`src/hw/rtl/rgb_to_hsv_pixel_macros.svh`:
```
// Assertion helpers for the pixel converter.
// Compile with ASSERT_OFF defined to drop every check.
`ifndef RGB_TO_HSV_PIXEL_MACROS_SVH
`define RGB_TO_HSV_PIXEL_MACROS_SVH

`ifndef ASSERT_OFF

// Check a property while out of reset.
`define RHSV_ASSERT(lbl, clk, rstn, prop) \
    lbl: assert property (@(posedge clk) disable iff (!rstn) prop) \
        else $error("rgb_to_hsv_pixel: assertion failed");

// Check a property at every edge, reset included.
`define RHSV_ASSERT_ALWAYS(lbl, clk, prop) \
    lbl: assert property (@(posedge clk) prop) \
        else $error("rgb_to_hsv_pixel: assertion failed");

`else

`define RHSV_ASSERT(lbl, clk, rstn, prop)
`define RHSV_ASSERT_ALWAYS(lbl, clk, prop)

`endif

`endif

```
`src/hw/rtl/rhsv_pkg.sv`:
```
`timescale 1ns / 1ps

package rhsv_pkg;

    localparam int PIX_W     = 8;
    localparam int QUOT_W    = 8;
    localparam int HUE_REM_W = 17;
    localparam int HUE_DIV_W = 16;
    localparam int SAT_REM_W = 16;
    localparam int SAT_DIV_W = 15;
    localparam int NUM_W     = 19;

    localparam int DEG_SIXTY      = 60;
    localparam int HUE_BASE_RED   = 0;
    localparam int HUE_BASE_GREEN = 120;
    localparam int HUE_BASE_BLUE  = 240;
    localparam int FULL_TURN      = 360;
    localparam int SAT_SCALE      = 255;

    // Data handed from cell to cell: two restoring divisions in lockstep.
    typedef struct packed {
        logic [HUE_REM_W-1:0] hue_rem;
        logic [HUE_DIV_W-1:0] hue_div;
        logic [QUOT_W-1:0]    hue_quot;
        logic [SAT_REM_W-1:0] sat_rem;
        logic [SAT_DIV_W-1:0] sat_div;
        logic [QUOT_W-1:0]    sat_quot;
        logic [PIX_W-1:0]     brightness;
    } t_stage;

endpackage

```
`src/hw/rtl/rhsv_stream_if.sv`:
```
`timescale 1ns / 1ps

interface rhsv_pix_if;
    logic                       valid;
    logic                       ready;
    logic [rhsv_pkg::PIX_W-1:0] blue;
    logic [rhsv_pkg::PIX_W-1:0] green;
    logic [rhsv_pkg::PIX_W-1:0] red;

    modport source (output valid, output blue, output green, output red, input ready);
    modport sink   (input valid, input blue, input green, input red, output ready);
endinterface

interface rhsv_hsv_if;
    logic                       valid;
    logic                       ready;
    logic [rhsv_pkg::PIX_W-1:0] hue;
    logic [rhsv_pkg::PIX_W-1:0] saturation;
    logic [rhsv_pkg::PIX_W-1:0] brightness;

    modport source (output valid, output hue, output saturation, output brightness,
                    input ready);
    modport sink   (input valid, input hue, input saturation, input brightness,
                    output ready);
endinterface

```
`src/hw/rtl/rgb_to_hsv_pixel.sv`:
```
`timescale 1ns / 1ps
// Pixel converter: one 8-bit blue, green, red request in on i_pix, one
// hue, saturation, brightness result out on o_hsv. Both channels move a
// request at a clock edge where valid and ready are high.
// Hue is degrees halved (0..179), saturation is floor(255*delta/max), and
// brightness is the largest channel.
// The accepting edge loads the brightness (max), both divisors and both
// numerators into the prep register; then eight division cells in turn
// each settle one quotient bit of both divisions, giving the result.
// Throughput is one pixel per clock while o_hsv.ready is high; every stage
// is its own register with a local valid and a ready that looks one stage
// ahead, so bubbles close up.
// When the receiver stalls, the last cell holds its result and the stages
// behind it fill; i_pix.ready stays high until every stage holds a pixel.
// Reset (i_rst_n low, synchronous) empties the pipeline; in-flight pixels
// are dropped and no result is valid in the cycle after reset.

`include "rgb_to_hsv_pixel_macros.svh"

module rgb_to_hsv_pixel (
    input  logic       i_clk,
    input  logic       i_rst_n,
    rhsv_pix_if.sink   i_pix,
    rhsv_hsv_if.source o_hsv
);

    localparam int STEPS = rhsv_pkg::QUOT_W;

    // stage 0 is the prep register, stages 1..STEPS are the division cells
    logic             w_valid [STEPS+1];
    logic             w_ready [STEPS+1];
    rhsv_pkg::t_stage w_data  [STEPS+1];

    rhsv_prep u_prep (
        .i_clk   (i_clk),
        .i_rst_n (i_rst_n),
        .i_valid (i_pix.valid),
        .o_ready (i_pix.ready),
        .i_blue  (i_pix.blue),
        .i_green (i_pix.green),
        .i_red   (i_pix.red),
        .o_valid (w_valid[0]),
        .i_ready (w_ready[0]),
        .o_data  (w_data[0])
    );

    // the division chain: each cell advances both quotients by one bit
    for (genvar gi = 0; gi < STEPS; gi++) begin : g_cell
        rhsv_div_cell u_cell (
            .i_clk   (i_clk),
            .i_rst_n (i_rst_n),
            .i_valid (w_valid[gi]),
            .o_ready (w_ready[gi]),
            .i_data  (w_data[gi]),
            .o_valid (w_valid[gi+1]),
            .i_ready (w_ready[gi+1]),
            .o_data  (w_data[gi+1])
        );
    end

    // last cell register doubles as the output register
    assign w_ready[STEPS]   = o_hsv.ready;
    assign o_hsv.valid      = w_valid[STEPS];
    assign o_hsv.hue        = w_data[STEPS].hue_quot;
    assign o_hsv.saturation = w_data[STEPS].sat_quot;
    assign o_hsv.brightness = w_data[STEPS].brightness;

    // hue never leaves the halved-degree range
    `RHSV_ASSERT(a_hue_range, i_clk, i_rst_n, o_hsv.valid |-> o_hsv.hue <= 8'd179)
    // a nonzero saturation needs a nonzero brightness
    `RHSV_ASSERT(a_sat_bright, i_clk, i_rst_n,
        (o_hsv.valid && o_hsv.saturation != '0) |-> o_hsv.brightness != '0)
    // a colored hue implies a nonzero saturation
    `RHSV_ASSERT(a_hue_sat, i_clk, i_rst_n,
        (o_hsv.valid && o_hsv.hue != '0) |-> o_hsv.saturation != '0)
    // reset empties the chain
    `RHSV_ASSERT_ALWAYS(a_reset_empty, i_clk, !i_rst_n |=> !o_hsv.valid)

endmodule

```
`src/hw/rtl/rhsv_prep.sv`:
```
`timescale 1ns / 1ps

module rhsv_prep (
    input  logic                       i_clk,
    input  logic                       i_rst_n,
    input  logic                       i_valid,
    output logic                       o_ready,
    input  logic [rhsv_pkg::PIX_W-1:0] i_blue,
    input  logic [rhsv_pkg::PIX_W-1:0] i_green,
    input  logic [rhsv_pkg::PIX_W-1:0] i_red,
    output logic                       o_valid,
    input  logic                       i_ready,
    output rhsv_pkg::t_stage           o_data
);

    localparam int PW = rhsv_pkg::PIX_W;
    localparam int NW = rhsv_pkg::NUM_W;
    localparam logic signed [NW-1:0] SIXTY = NW'(rhsv_pkg::DEG_SIXTY);

    logic                    r_valid;
    rhsv_pkg::t_stage        r_data;
    rhsv_pkg::t_stage        n_data;

    logic [PW-1:0]           w_max;
    logic [PW-1:0]           w_min;
    logic [PW-1:0]           w_delta;
    logic [PW-1:0]           w_delta_eff;
    logic [PW-1:0]           w_max_eff;
    logic [NW-1:0]           w_base;
    logic signed [PW+1:0]    w_diff;
    logic signed [NW-1:0]    w_num;
    logic signed [NW-1:0]    w_wrap;

    always_comb begin
        w_max = i_red;
        if (i_green > w_max) begin
            w_max = i_green;
        end
        if (i_blue > w_max) begin
            w_max = i_blue;
        end
        w_min = i_red;
        if (i_green < w_min) begin
            w_min = i_green;
        end
        if (i_blue < w_min) begin
            w_min = i_blue;
        end
        w_delta = w_max - w_min;

        // sector priority: red, then green, then blue
        if (i_red == w_max) begin
            w_base = NW'(rhsv_pkg::HUE_BASE_RED);
            w_diff = $signed({2'b00, i_green}) - $signed({2'b00, i_blue});
        end else if (i_green == w_max) begin
            w_base = NW'(rhsv_pkg::HUE_BASE_GREEN);
            w_diff = $signed({2'b00, i_blue}) - $signed({2'b00, i_red});
        end else begin
            w_base = NW'(rhsv_pkg::HUE_BASE_BLUE);
            w_diff = $signed({2'b00, i_red}) - $signed({2'b00, i_green});
        end

        w_num  = $signed(w_base * NW'(w_delta)) + NW'(w_diff) * SIXTY;
        w_wrap = w_num;
        if (w_num < 0) begin
            w_wrap = w_num + $signed(NW'(rhsv_pkg::FULL_TURN) * NW'(w_delta));
        end

        // a zero divisor would fill the quotient with ones; numerators are zero there
        w_delta_eff = (w_delta == '0) ? PW'(1) : w_delta;
        w_max_eff   = (w_max == '0) ? PW'(1) : w_max;

        n_data.hue_rem    = (w_delta == '0) ? '0 : rhsv_pkg::HUE_REM_W'(w_wrap);
        n_data.hue_div    = {w_delta_eff, 8'b0};
        n_data.hue_quot   = '0;
        n_data.sat_rem    = rhsv_pkg::SAT_REM_W'(rhsv_pkg::SAT_SCALE)
                          * rhsv_pkg::SAT_REM_W'(w_delta);
        n_data.sat_div    = {w_max_eff, 7'b0};
        n_data.sat_quot   = '0;
        n_data.brightness = w_max;
    end

    assign o_ready = !r_valid || i_ready;
    assign o_valid = r_valid;
    assign o_data  = r_data;

    always_ff @(posedge i_clk) begin
        if (!i_rst_n) begin
            r_valid <= 1'b0;
        end else if (o_ready) begin
            r_valid <= i_valid;
        end
    end

    always_ff @(posedge i_clk) begin
        if (o_ready && i_valid) begin
            r_data <= n_data;
        end
    end

endmodule

```
`src/hw/rtl/rhsv_div_cell.sv`:
```
`timescale 1ns / 1ps

module rhsv_div_cell (
    input  logic             i_clk,
    input  logic             i_rst_n,
    input  logic             i_valid,
    output logic             o_ready,
    input  rhsv_pkg::t_stage i_data,
    output logic             o_valid,
    input  logic             i_ready,
    output rhsv_pkg::t_stage o_data
);

    logic             r_valid;
    rhsv_pkg::t_stage r_data;
    rhsv_pkg::t_stage n_data;
    logic             w_hue_take;
    logic             w_sat_take;

    // one quotient bit per cell for each lane; shift the divisors down for the next cell
    always_comb begin
        n_data     = i_data;
        w_hue_take = {1'b0, i_data.hue_div} <= i_data.hue_rem;
        w_sat_take = {1'b0, i_data.sat_div} <= i_data.sat_rem;
        if (w_hue_take) begin
            n_data.hue_rem = i_data.hue_rem - {1'b0, i_data.hue_div};
        end
        if (w_sat_take) begin
            n_data.sat_rem = i_data.sat_rem - {1'b0, i_data.sat_div};
        end
        n_data.hue_quot = {i_data.hue_quot[rhsv_pkg::QUOT_W-2:0], w_hue_take};
        n_data.sat_quot = {i_data.sat_quot[rhsv_pkg::QUOT_W-2:0], w_sat_take};
        n_data.hue_div  = i_data.hue_div >> 1;
        n_data.sat_div  = i_data.sat_div >> 1;
    end

    assign o_ready = !r_valid || i_ready;
    assign o_valid = r_valid;
    assign o_data  = r_data;

    always_ff @(posedge i_clk) begin
        if (!i_rst_n) begin
            r_valid <= 1'b0;
        end else if (o_ready) begin
            r_valid <= i_valid;
        end
    end

    always_ff @(posedge i_clk) begin
        if (o_ready && i_valid) begin
            r_data <= n_data;
        end
    end

endmodule
```
`src/flat_wrapper.sv`:
```
// flat-port wrapper written by rule: the top's interface ports become plain ports
module rgb_to_hsv_pixel_flat 
  (i_clk, i_rst_n, i_pix_valid, i_pix_blue, i_pix_green, i_pix_red, i_pix_ready, o_hsv_valid, o_hsv_hue, o_hsv_saturation, o_hsv_brightness, o_hsv_ready);
  rhsv_pix_if i_pix_i ();
  rhsv_hsv_if o_hsv_i ();
  input  logic i_clk;
  input  logic i_rst_n;
  input wire logic [$bits(i_pix_i.valid)-1:0] i_pix_valid;
  input wire logic [$bits(i_pix_i.blue)-1:0] i_pix_blue;
  input wire logic [$bits(i_pix_i.green)-1:0] i_pix_green;
  input wire logic [$bits(i_pix_i.red)-1:0] i_pix_red;
  output wire logic [$bits(i_pix_i.ready)-1:0] i_pix_ready;
  output wire logic [$bits(o_hsv_i.valid)-1:0] o_hsv_valid;
  output wire logic [$bits(o_hsv_i.hue)-1:0] o_hsv_hue;
  output wire logic [$bits(o_hsv_i.saturation)-1:0] o_hsv_saturation;
  output wire logic [$bits(o_hsv_i.brightness)-1:0] o_hsv_brightness;
  input wire logic [$bits(o_hsv_i.ready)-1:0] o_hsv_ready;
  assign i_pix_i.valid = i_pix_valid;
  assign i_pix_i.blue = i_pix_blue;
  assign i_pix_i.green = i_pix_green;
  assign i_pix_i.red = i_pix_red;
  assign i_pix_ready = i_pix_i.ready;
  assign o_hsv_valid = o_hsv_i.valid;
  assign o_hsv_hue = o_hsv_i.hue;
  assign o_hsv_saturation = o_hsv_i.saturation;
  assign o_hsv_brightness = o_hsv_i.brightness;
  assign o_hsv_i.ready = o_hsv_ready;
  rgb_to_hsv_pixel u_core (.i_clk(i_clk), .i_rst_n(i_rst_n), .i_pix(i_pix_i), .o_hsv(o_hsv_i));
endmodule
```
`config.mk`:
```
export PLATFORM = sky130hd
export DESIGN_NAME = rgb_to_hsv_pixel_flat
export DESIGN_NICKNAME = d
export VERILOG_FILES = /design/src/hw/rtl/rhsv_pkg.sv /design/src/hw/rtl/rhsv_stream_if.sv /design/src/hw/rtl/rgb_to_hsv_pixel.sv /design/src/hw/rtl/rhsv_prep.sv /design/src/hw/rtl/rhsv_div_cell.sv /design/src/flat_wrapper.sv
export VERILOG_INCLUDE_DIRS = /design/src /design/src/hw/rtl
export SDC_FILE = /design/constraint.sdc
export NUM_CORES = 1
export LEC_CHECK = 0
export ABC_AREA = 0
export BUFFER_PORTS_ARGS = -buffer_cell sky130_fd_sc_hd__buf_2
export CORE_UTILIZATION = 35
export DETAILED_ROUTE_END_ITERATION = 16
export PLACE_DENSITY = 0.47
export SYNTH_ARGS = -nofsm -noshare
export SYNTH_HDL_FRONTEND = slang
export SYNTH_SLANG_ARGS = --single-unit
export TNS_END_PERCENT = 50
```
`constraint.sdc`:
```
create_clock -name i_clk -period 34.2 [get_ports i_clk]
set_clock_uncertainty 0.15 [all_clocks]
set_input_delay 5.13 -clock i_clk [delete_from_list [all_inputs] [get_ports i_clk]]
set_output_delay 5.13 -clock i_clk [all_outputs]
set_load 0.05 [all_outputs]
```
# Word-level counts from Yosys, hierarchy flattened

Cells that the tools add are included.

Input bits: 28
Register bits after elaboration: 545
Logic and storage cells: 165
Output and inout bits: 26

Equal/unequal tests: 2
Multipliers: 4
$lt $le $gt $ge: 21
Multiplexer cells: 23
Add/subtract/negate cells: 20
Reductions and logical operators: 29

Operator list:

| cell                  | number |
|---|---|
| $mux W17              | 8 |
| $mux W16              | 7 |
| $mux W8               | 6 |
| $sub A8 B8 Y9         | 3 |
| $mux W10              | 2 |
| $add A19 B17 Y19      | 1 |
| $lt A19 B1 Y1 const B | 1 |
| $mul A19 B8 Y19       | 1 |
| $add A17 B17 Y17      | 1 |
| $le A10 B17 Y1        | 1 |
| $le A11 B17 Y1        | 1 |
| $le A12 B17 Y1        | 1 |
| $le A13 B17 Y1        | 1 |
| $le A14 B17 Y1        | 1 |
| $le A15 B17 Y1        | 1 |
| $le A16 B17 Y1        | 1 |
| $le A9 B17 Y1         | 1 |
| $sub A17 B10 Y17      | 1 |
| $sub A17 B11 Y17      | 1 |
| $sub A17 B12 Y17      | 1 |
| $sub A17 B13 Y17      | 1 |
| $sub A17 B14 Y17      | 1 |
| $sub A17 B15 Y17      | 1 |
| $sub A17 B16 Y17      | 1 |
| 26 further kinds      | 54 |

# Longest topological paths before layout

Word-level depth: 11
Gate-level depth with buffers: 55
Mapped depth without buffers: 53

# By module

Synthesis repeated with hierarchy kept, for this count alone.

Cell total of the unflattened synthesis: 4,373
Area, all modules: 49,495.0 µm²

Modules (own cells, without submodules):

| module                                      | area each (µm²) | times used | cells each |
|---|---|---|---|
| rhsv_div_cell (u_core.g_cell[0].u_cell ...) | 4,976.0         | 5          | 412 |
| rhsv_prep                                   | 10,202.3        | 1          | 1,122 |
| rhsv_div_cell (u_core.g_cell[1].u_cell ...) | 4,747.1         | 2          | 393 |
| rhsv_div_cell (u_core.g_cell[7].u_cell)     | 4,918.5         | 1          | 405 |

# Worst setup path before layout

No wires, ideal clock.

Path type: in2reg
From: input port i_pix_green[1]
To: register u_core.u_prep.r_data (netlist bit u_core.u_prep.o_data[87]), data pin
Path buffers: 3
Library setup time: 0.265 ns
Stages: 51
Arrival: 15.920 ns
Slack: 17.865 ns
Cell sequence: inv_1 -> ha_1 -> nor2b_1 -> o31ai_2 -> a31o_2 -> nand2_1 -> clkbuf_1 -> nor2_1 -> a21oi_1 -> ha_1 -> and3_4 -> a221o_1 -> a22oi_4 -> mux2i_1 -> clkbuf_1 -> buf_1 -> nor2_1 -> a31oi_1 -> (+15 left out) -> ha_1 -> a21o_1 -> a21oi_1 -> o21bai_1 -> a21oi_1 -> nor2b_1 -> o21a_1 -> o21ai_0 -> nand2b_1 -> a21oi_1 -> xnor2_1 -> ha_1 -> a21o_1 -> a31o_2 -> xnor2_1 -> nor3_1 -> a211oi_1 -> nand3_1

Longest elaborated chain between the ends: 11

RTL lines:

| item                                                     | RTL line           | RTL |
|---|---|---|
| start: declaration                                       | flat_wrapper.sv:10 | `input wire logic [$bits(i_pix_i.green)-1:0] i_pix_green;` |
| branches (longest 11 deep; another with $mul A19 B8 Y19) | n/a                |  |
| end signal: assignment                                   | rhsv_prep.sv:97    | `r_data <= n_data;` |
| end: declaration                                         | rhsv_prep.sv:21    | `rhsv_pkg::t_stage r_data;` |

Several ways; the timed one is not identified.
A chain may end at the register's enable or synchronous reset.

# Final worst setup path

From: input port i_pix_green[1]
To: register u_core.u_prep.r_data (netlist bit u_core.u_prep.o_data[87]), data pin

Longest elaborated chain between the ends: 11

RTL lines:

| item                                              | RTL line                         | RTL |
|---|---|---|
| $gt A8 B8 Y1                                      | rhsv_prep.sv:36                  | `if (i_green > w_max) begin` |
| $mux W8                                           | rhsv_prep.sv:36                  |  |
| $gt A8 B8 Y1                                      | rhsv_prep.sv:39                  | `if (i_blue > w_max) begin` |
| $mux W8                                           | rhsv_prep.sv:39                  |  |
| $eq A8 B8 Y1                                      | rhsv_prep.sv:55                  | `end else if (i_green == w_max) begin` |
| $mux W10                                          | rhsv_prep.sv:55                  |  |
| $mux W10 *                                        | rhsv_prep.sv:52                  | `if (i_red == w_max) begin` |
| net u_core.u_prep.w_diff[0]                       | rhsv_prep.sv:30                  | `logic signed [PW+1:0] w_diff;` |
| $mul A10 B5 Y15 *                                 | rhsv_prep.sv:63                  | `w_num = $signed(w_base * NW'(w_delta)) + NW'(w_diff) * SIXTY;` |
| $add A19 B17 Y19 *                                | rhsv_prep.sv:63                  |  |
| $add A17 B17 Y17 or $lt A19 B1 Y1 (tied branches) | rhsv_prep.sv:66, rhsv_prep.sv:65 |  |
| $mux W17 *                                        | rhsv_prep.sv:65                  | `if (w_num < 0) begin` |

The timed path passes the listed nets; every way through them passes the cells marked *.

==> impl.org <==
** Min path
- Tightest Hold Check Type :: reg -> reg
- The worst hold path begins at u_core.g_cell[6].u_cell.o_data[2].
- Capture endpoint of the worst hold path :: u_core.g_cell[7].u_cell.o_data[2]
- Along the worst hold path, the cell count comes to 0.

** STA
- The count of final max-slew check failures is 0.
- The final number of hold-violating endpoints is 0.
- Setup repair after global routing left no endpoint under its margin.
- Maximum clock frequency :: 57.9 MHz
- Accumulated negative setup slack :: 0 ps
- Subtracting the final worst setup slack from the clock period gives 17260 ps.
- In the finished design, the share of the clock period the worst path needs comes to 0.505.
- At the pin with the least slew margin, the transition time is 1150 ps.
- The worst pin sits at a relative slew slack of 0.230.
- Number of failing setup endpoints in the final timing report :: 0

** Layout
- Final net count :: 3311
- Fraction of final layout cells with drive strength greater than 1 :: 0.0699
- Antenna diode instance count :: 0
- Relative to the synthesized area, the layout overhead comes to 11.2%.

** Drt
- Highest metal used :: met4
- Routed WL :: 64.5 mm
- DRC errors left :: 0
- Wire length on met1 :: 27.2 mm
- Met2 routed wirelength :: 33.2 mm
- Via/cell ratio :: 4.85
- After the first detailed-routing iteration, the DRC count stood at 877.
- Met3 wire length :: 1.79 mm
- The first TritonRoute pass finished after 5 iterations.
- The count of nets left with antenna violations once routing finished came out at 0.
- The detailed router placed 19800 vias in this run.
- Dividing the detail-routed wire length by the instance count gives 15.7 um.

** Clock tree
- CTS hold repair buffers :: 0
- Root buffer selected by CTS :: sky130_fd_sc_hd__clkbuf_16
- The clock net in this run drives a total of 529 sinks.
- Longest Clk Path Bufs :: 3
- Post-CTS repair changed the size of 0 cells.
- Clock latency on the worst-skew pair, taken at its later pin, is 580 ps.
- Max H-tree Level :: 2
- TritonCTS built the clock tree.
- CTS clk-pin slew, worst paths :: 60 ps
- Buffers inserted by post-CTS timing repair :: 0
- Buffers inserted during clock tree synthesis total 53.

** Global route
- After global routing the overflow that remains totals 0.
- Pin count of the biggest net entering global routing :: 68
- The first global-routing pass estimated 105 mm of wire.
- Global routing usage summed across all routing layers :: 0.141
- Antenna violations before repair :: 0
- The number of global-route vias before repair is 20800.

** Floorplan
- The initial utilization of the core area, before any placement, comes to 0.354.
- Core box area :: 90000 sq um
- Measured along the x axis, the die boundary spans 304 um.
- During I/O placement, the number of pins put on the boundary was 54.
- The floorplan has 110 rows.
- Area enclosed by the die boundary :: 92200 sq um
- The die is 304 um tall.

** Logic synthesis
- Mapped Area :: 31800 sq um
- Yosys mapped a number of flops with a built-in enable equal to 520.
- The share of synthesized area in the top cell type comes to 0.490.
- The number of nets in the synthesized netlist is 3222.
- Top cells by area, synth :: sky130_fd_sc_hd__edfxtp_1 (49%), sky130_fd_sc_hd__ha_1 (12%), sky130_fd_sc_hd__fa_1 (5.8%), sky130_fd_sc_hd__inv_1 (4.7%), sky130_fd_sc_hd__xnor2_1 (3.9%)
- Gate count after technology mapping :: 2789
- Leading cell types by count after synthesis :: sky130_fd_sc_hd__edfxtp_1 (520), sky130_fd_sc_hd__inv_1 (400), sky130_fd_sc_hd__ha_1 (312), sky130_fd_sc_hd__a21oi_1 (217), sky130_fd_sc_hd__nor2_1 (186)
- Fraction of registers with async set/reset :: 0
- Number of distinct library cells after synthesis :: 80
- Library cell occupying the most area in the post-synthesis netlist :: sky130_fd_sc_hd__edfxtp_1
- Portion of the post-synthesis area used by sequential elements :: 0.496
- A synthesized cell averages 11.4 sq um.
- Top-count cell post-synth :: sky130_fd_sc_hd__edfxtp_1
- Most used DFF post-synth :: sky130_fd_sc_hd__edfxtp_1
- Yosys printed 0 warnings.
- Synthesis inferred 529 register bits.

** Setup path
- Cell occurring most often along the worst timing path :: sky130_fd_sc_hd__ha_1
- In this run the register-to-register setup slack is 30350 ps.
- Setup crit start kind :: input port
- The worst register-to-register path has a depth of 15.
- Of all nets on the critical path, the largest fanout is 28.
- The slowest stage of the critical path belongs to the cell sky130_fd_sc_hd__a22oi_4.
- The worst setup path is captured at a register.
- Worst Path Class, Setup :: in -> reg
- Worst R2R End :: u_core.g_cell[5].u_cell.o_data[43]
- Crit Reg-Reg Startpoint :: u_core.g_cell[4].u_cell.o_data[33]
- Delay contributed by the slowest stage of the critical path :: 570 ps
- Data required, critical path :: 34380 ps
- For the worst setup path, the data arrival time is 17440 ps.

** Status
- The run finished with clean final reports.

** Place
- Buffers on Ports :: 53
- Final HPWL from detailed placement :: 51.5 mm
- The congestion estimate from routability-driven global placement came to 0.874.

** Run
- Across the run, the number of max-cap violations was 0.
how the worst max path moves through the flow:
stage / end / start / depth (start not counted) / slack (ps)
after floorplan: u_core.u_prep.o_data[87] / i_pix_green[1] / 51 / 17870
after global placement: u_core.u_prep.o_data[87] / i_pix_green[1] / 52 / 16780
after detailed placement: u_core.u_prep.o_data[87] / i_pix_green[1] / 50 / 16480
after CTS: u_core.u_prep.o_data[87] / i_pix_green[1] / 50 / 17060
after global routing: u_core.u_prep.o_data[87] / i_pix_green[6] / 49 / 16110
final: u_core.u_prep.o_data[87] / i_pix_green[1] / 50 / 16940
flip-flops by register name, summed over array words and instances, names as in the netlist:
name / count
u_core.g_cell.u_cell.o_data: 465
u_core.g_cell.u_cell.o_valid: 8
u_core.u_prep.o_valid: 1
u_core.u_prep.o_data: 55
layout make-up:
| type | instances | area [sq um] |
|---|---|---|
| Timing Repair Buffer | 70 | 393 |
| Clock inverter | 36 | 365 |
| Clock buffer | 61 | 1360 |
| Multi-Input combinational cell | 1822 | 14500 |
| Fill cell | 8585 | 54600 |
| Sequential cell | 529 | 15800 |
| Inverter | 402 | 1510 |
| Tap cell | 1176 | 1470 |
cell usage in the layout (no fill, tap or decap), drive strengths merged, types with 5 or more instances in the layout:
master and n:
edfxtp 520, inv 402, ha 312, a21oi 218
nor2 187, xnor2 143, o21ai 136, nand2 134
fa 93, a21o 80, xor2 70, buf 70
clkbuf 61, nand2b 55, nor2b 53, nand3 40
nor3 40, nor4 28, nand4 24, clkinv 23
a21boi 17, o21a 15, o21bai 15, mux2i 13
a211oi 12, or3 11, o31ai 10, o211ai 9
or4 9, dfxtp 9, and2 9, and3 8
bufinv 7, mux2 7, or2 7, a31oi 7
a31o 6, clkinvlp 6, nand4b 5, or4b 5
logic make-up (layout without fill, tap and decap cells):
| kind of cell | after synthesis | in the layout | synth area share |
|---|---|---|---|
| adder cells (fa/ha/maj) | 405 | 405 | 0.181 |
| flip-flops | 529 | 529 | 0.496 |
| AND/OR/NAND/NOR | 628 | 628 | 0.0983 |
| multiplexers | 21 | 21 | 0.00739 |
| buffers and inverters | 438 | 569 | 0.0519 |
| AO/OA/AOI/OAI | 555 | 555 | 0.107 |
| XOR/XNOR | 213 | 213 | 0.0586 |
through the flow:
stage / std cells / hold slack, ps / area (sq um) / worst slack (ps) / util
floorplan: 2789 / 250 / 31800 / 17870 / -
global placement: 3999 / 251 / 33700 / 16780 / 0.374
detailed placement: 3999 / 255 / 33700 / 16480 / 0.374
CTS: 4096 / 268 / 35400 / 17060 / 0.393
global route: 4096 / 273 / 35400 / 16110 / 0.393
finish: 4096 / 266 / 35400 / 16940 / 0.393
metal layers:
metal	vias up	global-route usage
li1	9999	-
met1	9419	0.159
met2	294	0.268
met3	136	0.0170
met4	0	0.0521
met5	-	0
worst max-delay path: cells and delay by family:
| family | cells | cell delay (ps) |
|---|---|---|
| compound gates | 21 | 5240 |
| buf+inv | 4 | 450 |
| xor+xnor | 4 | 860 |
| simple gates | 9 | 1580 |
| fa+ha+maj | 12 | 4170 |
Power is left out: the tool's default activity adds up to more than one toggle a clock period on the data nets, which glitch-free logic cannot reach.
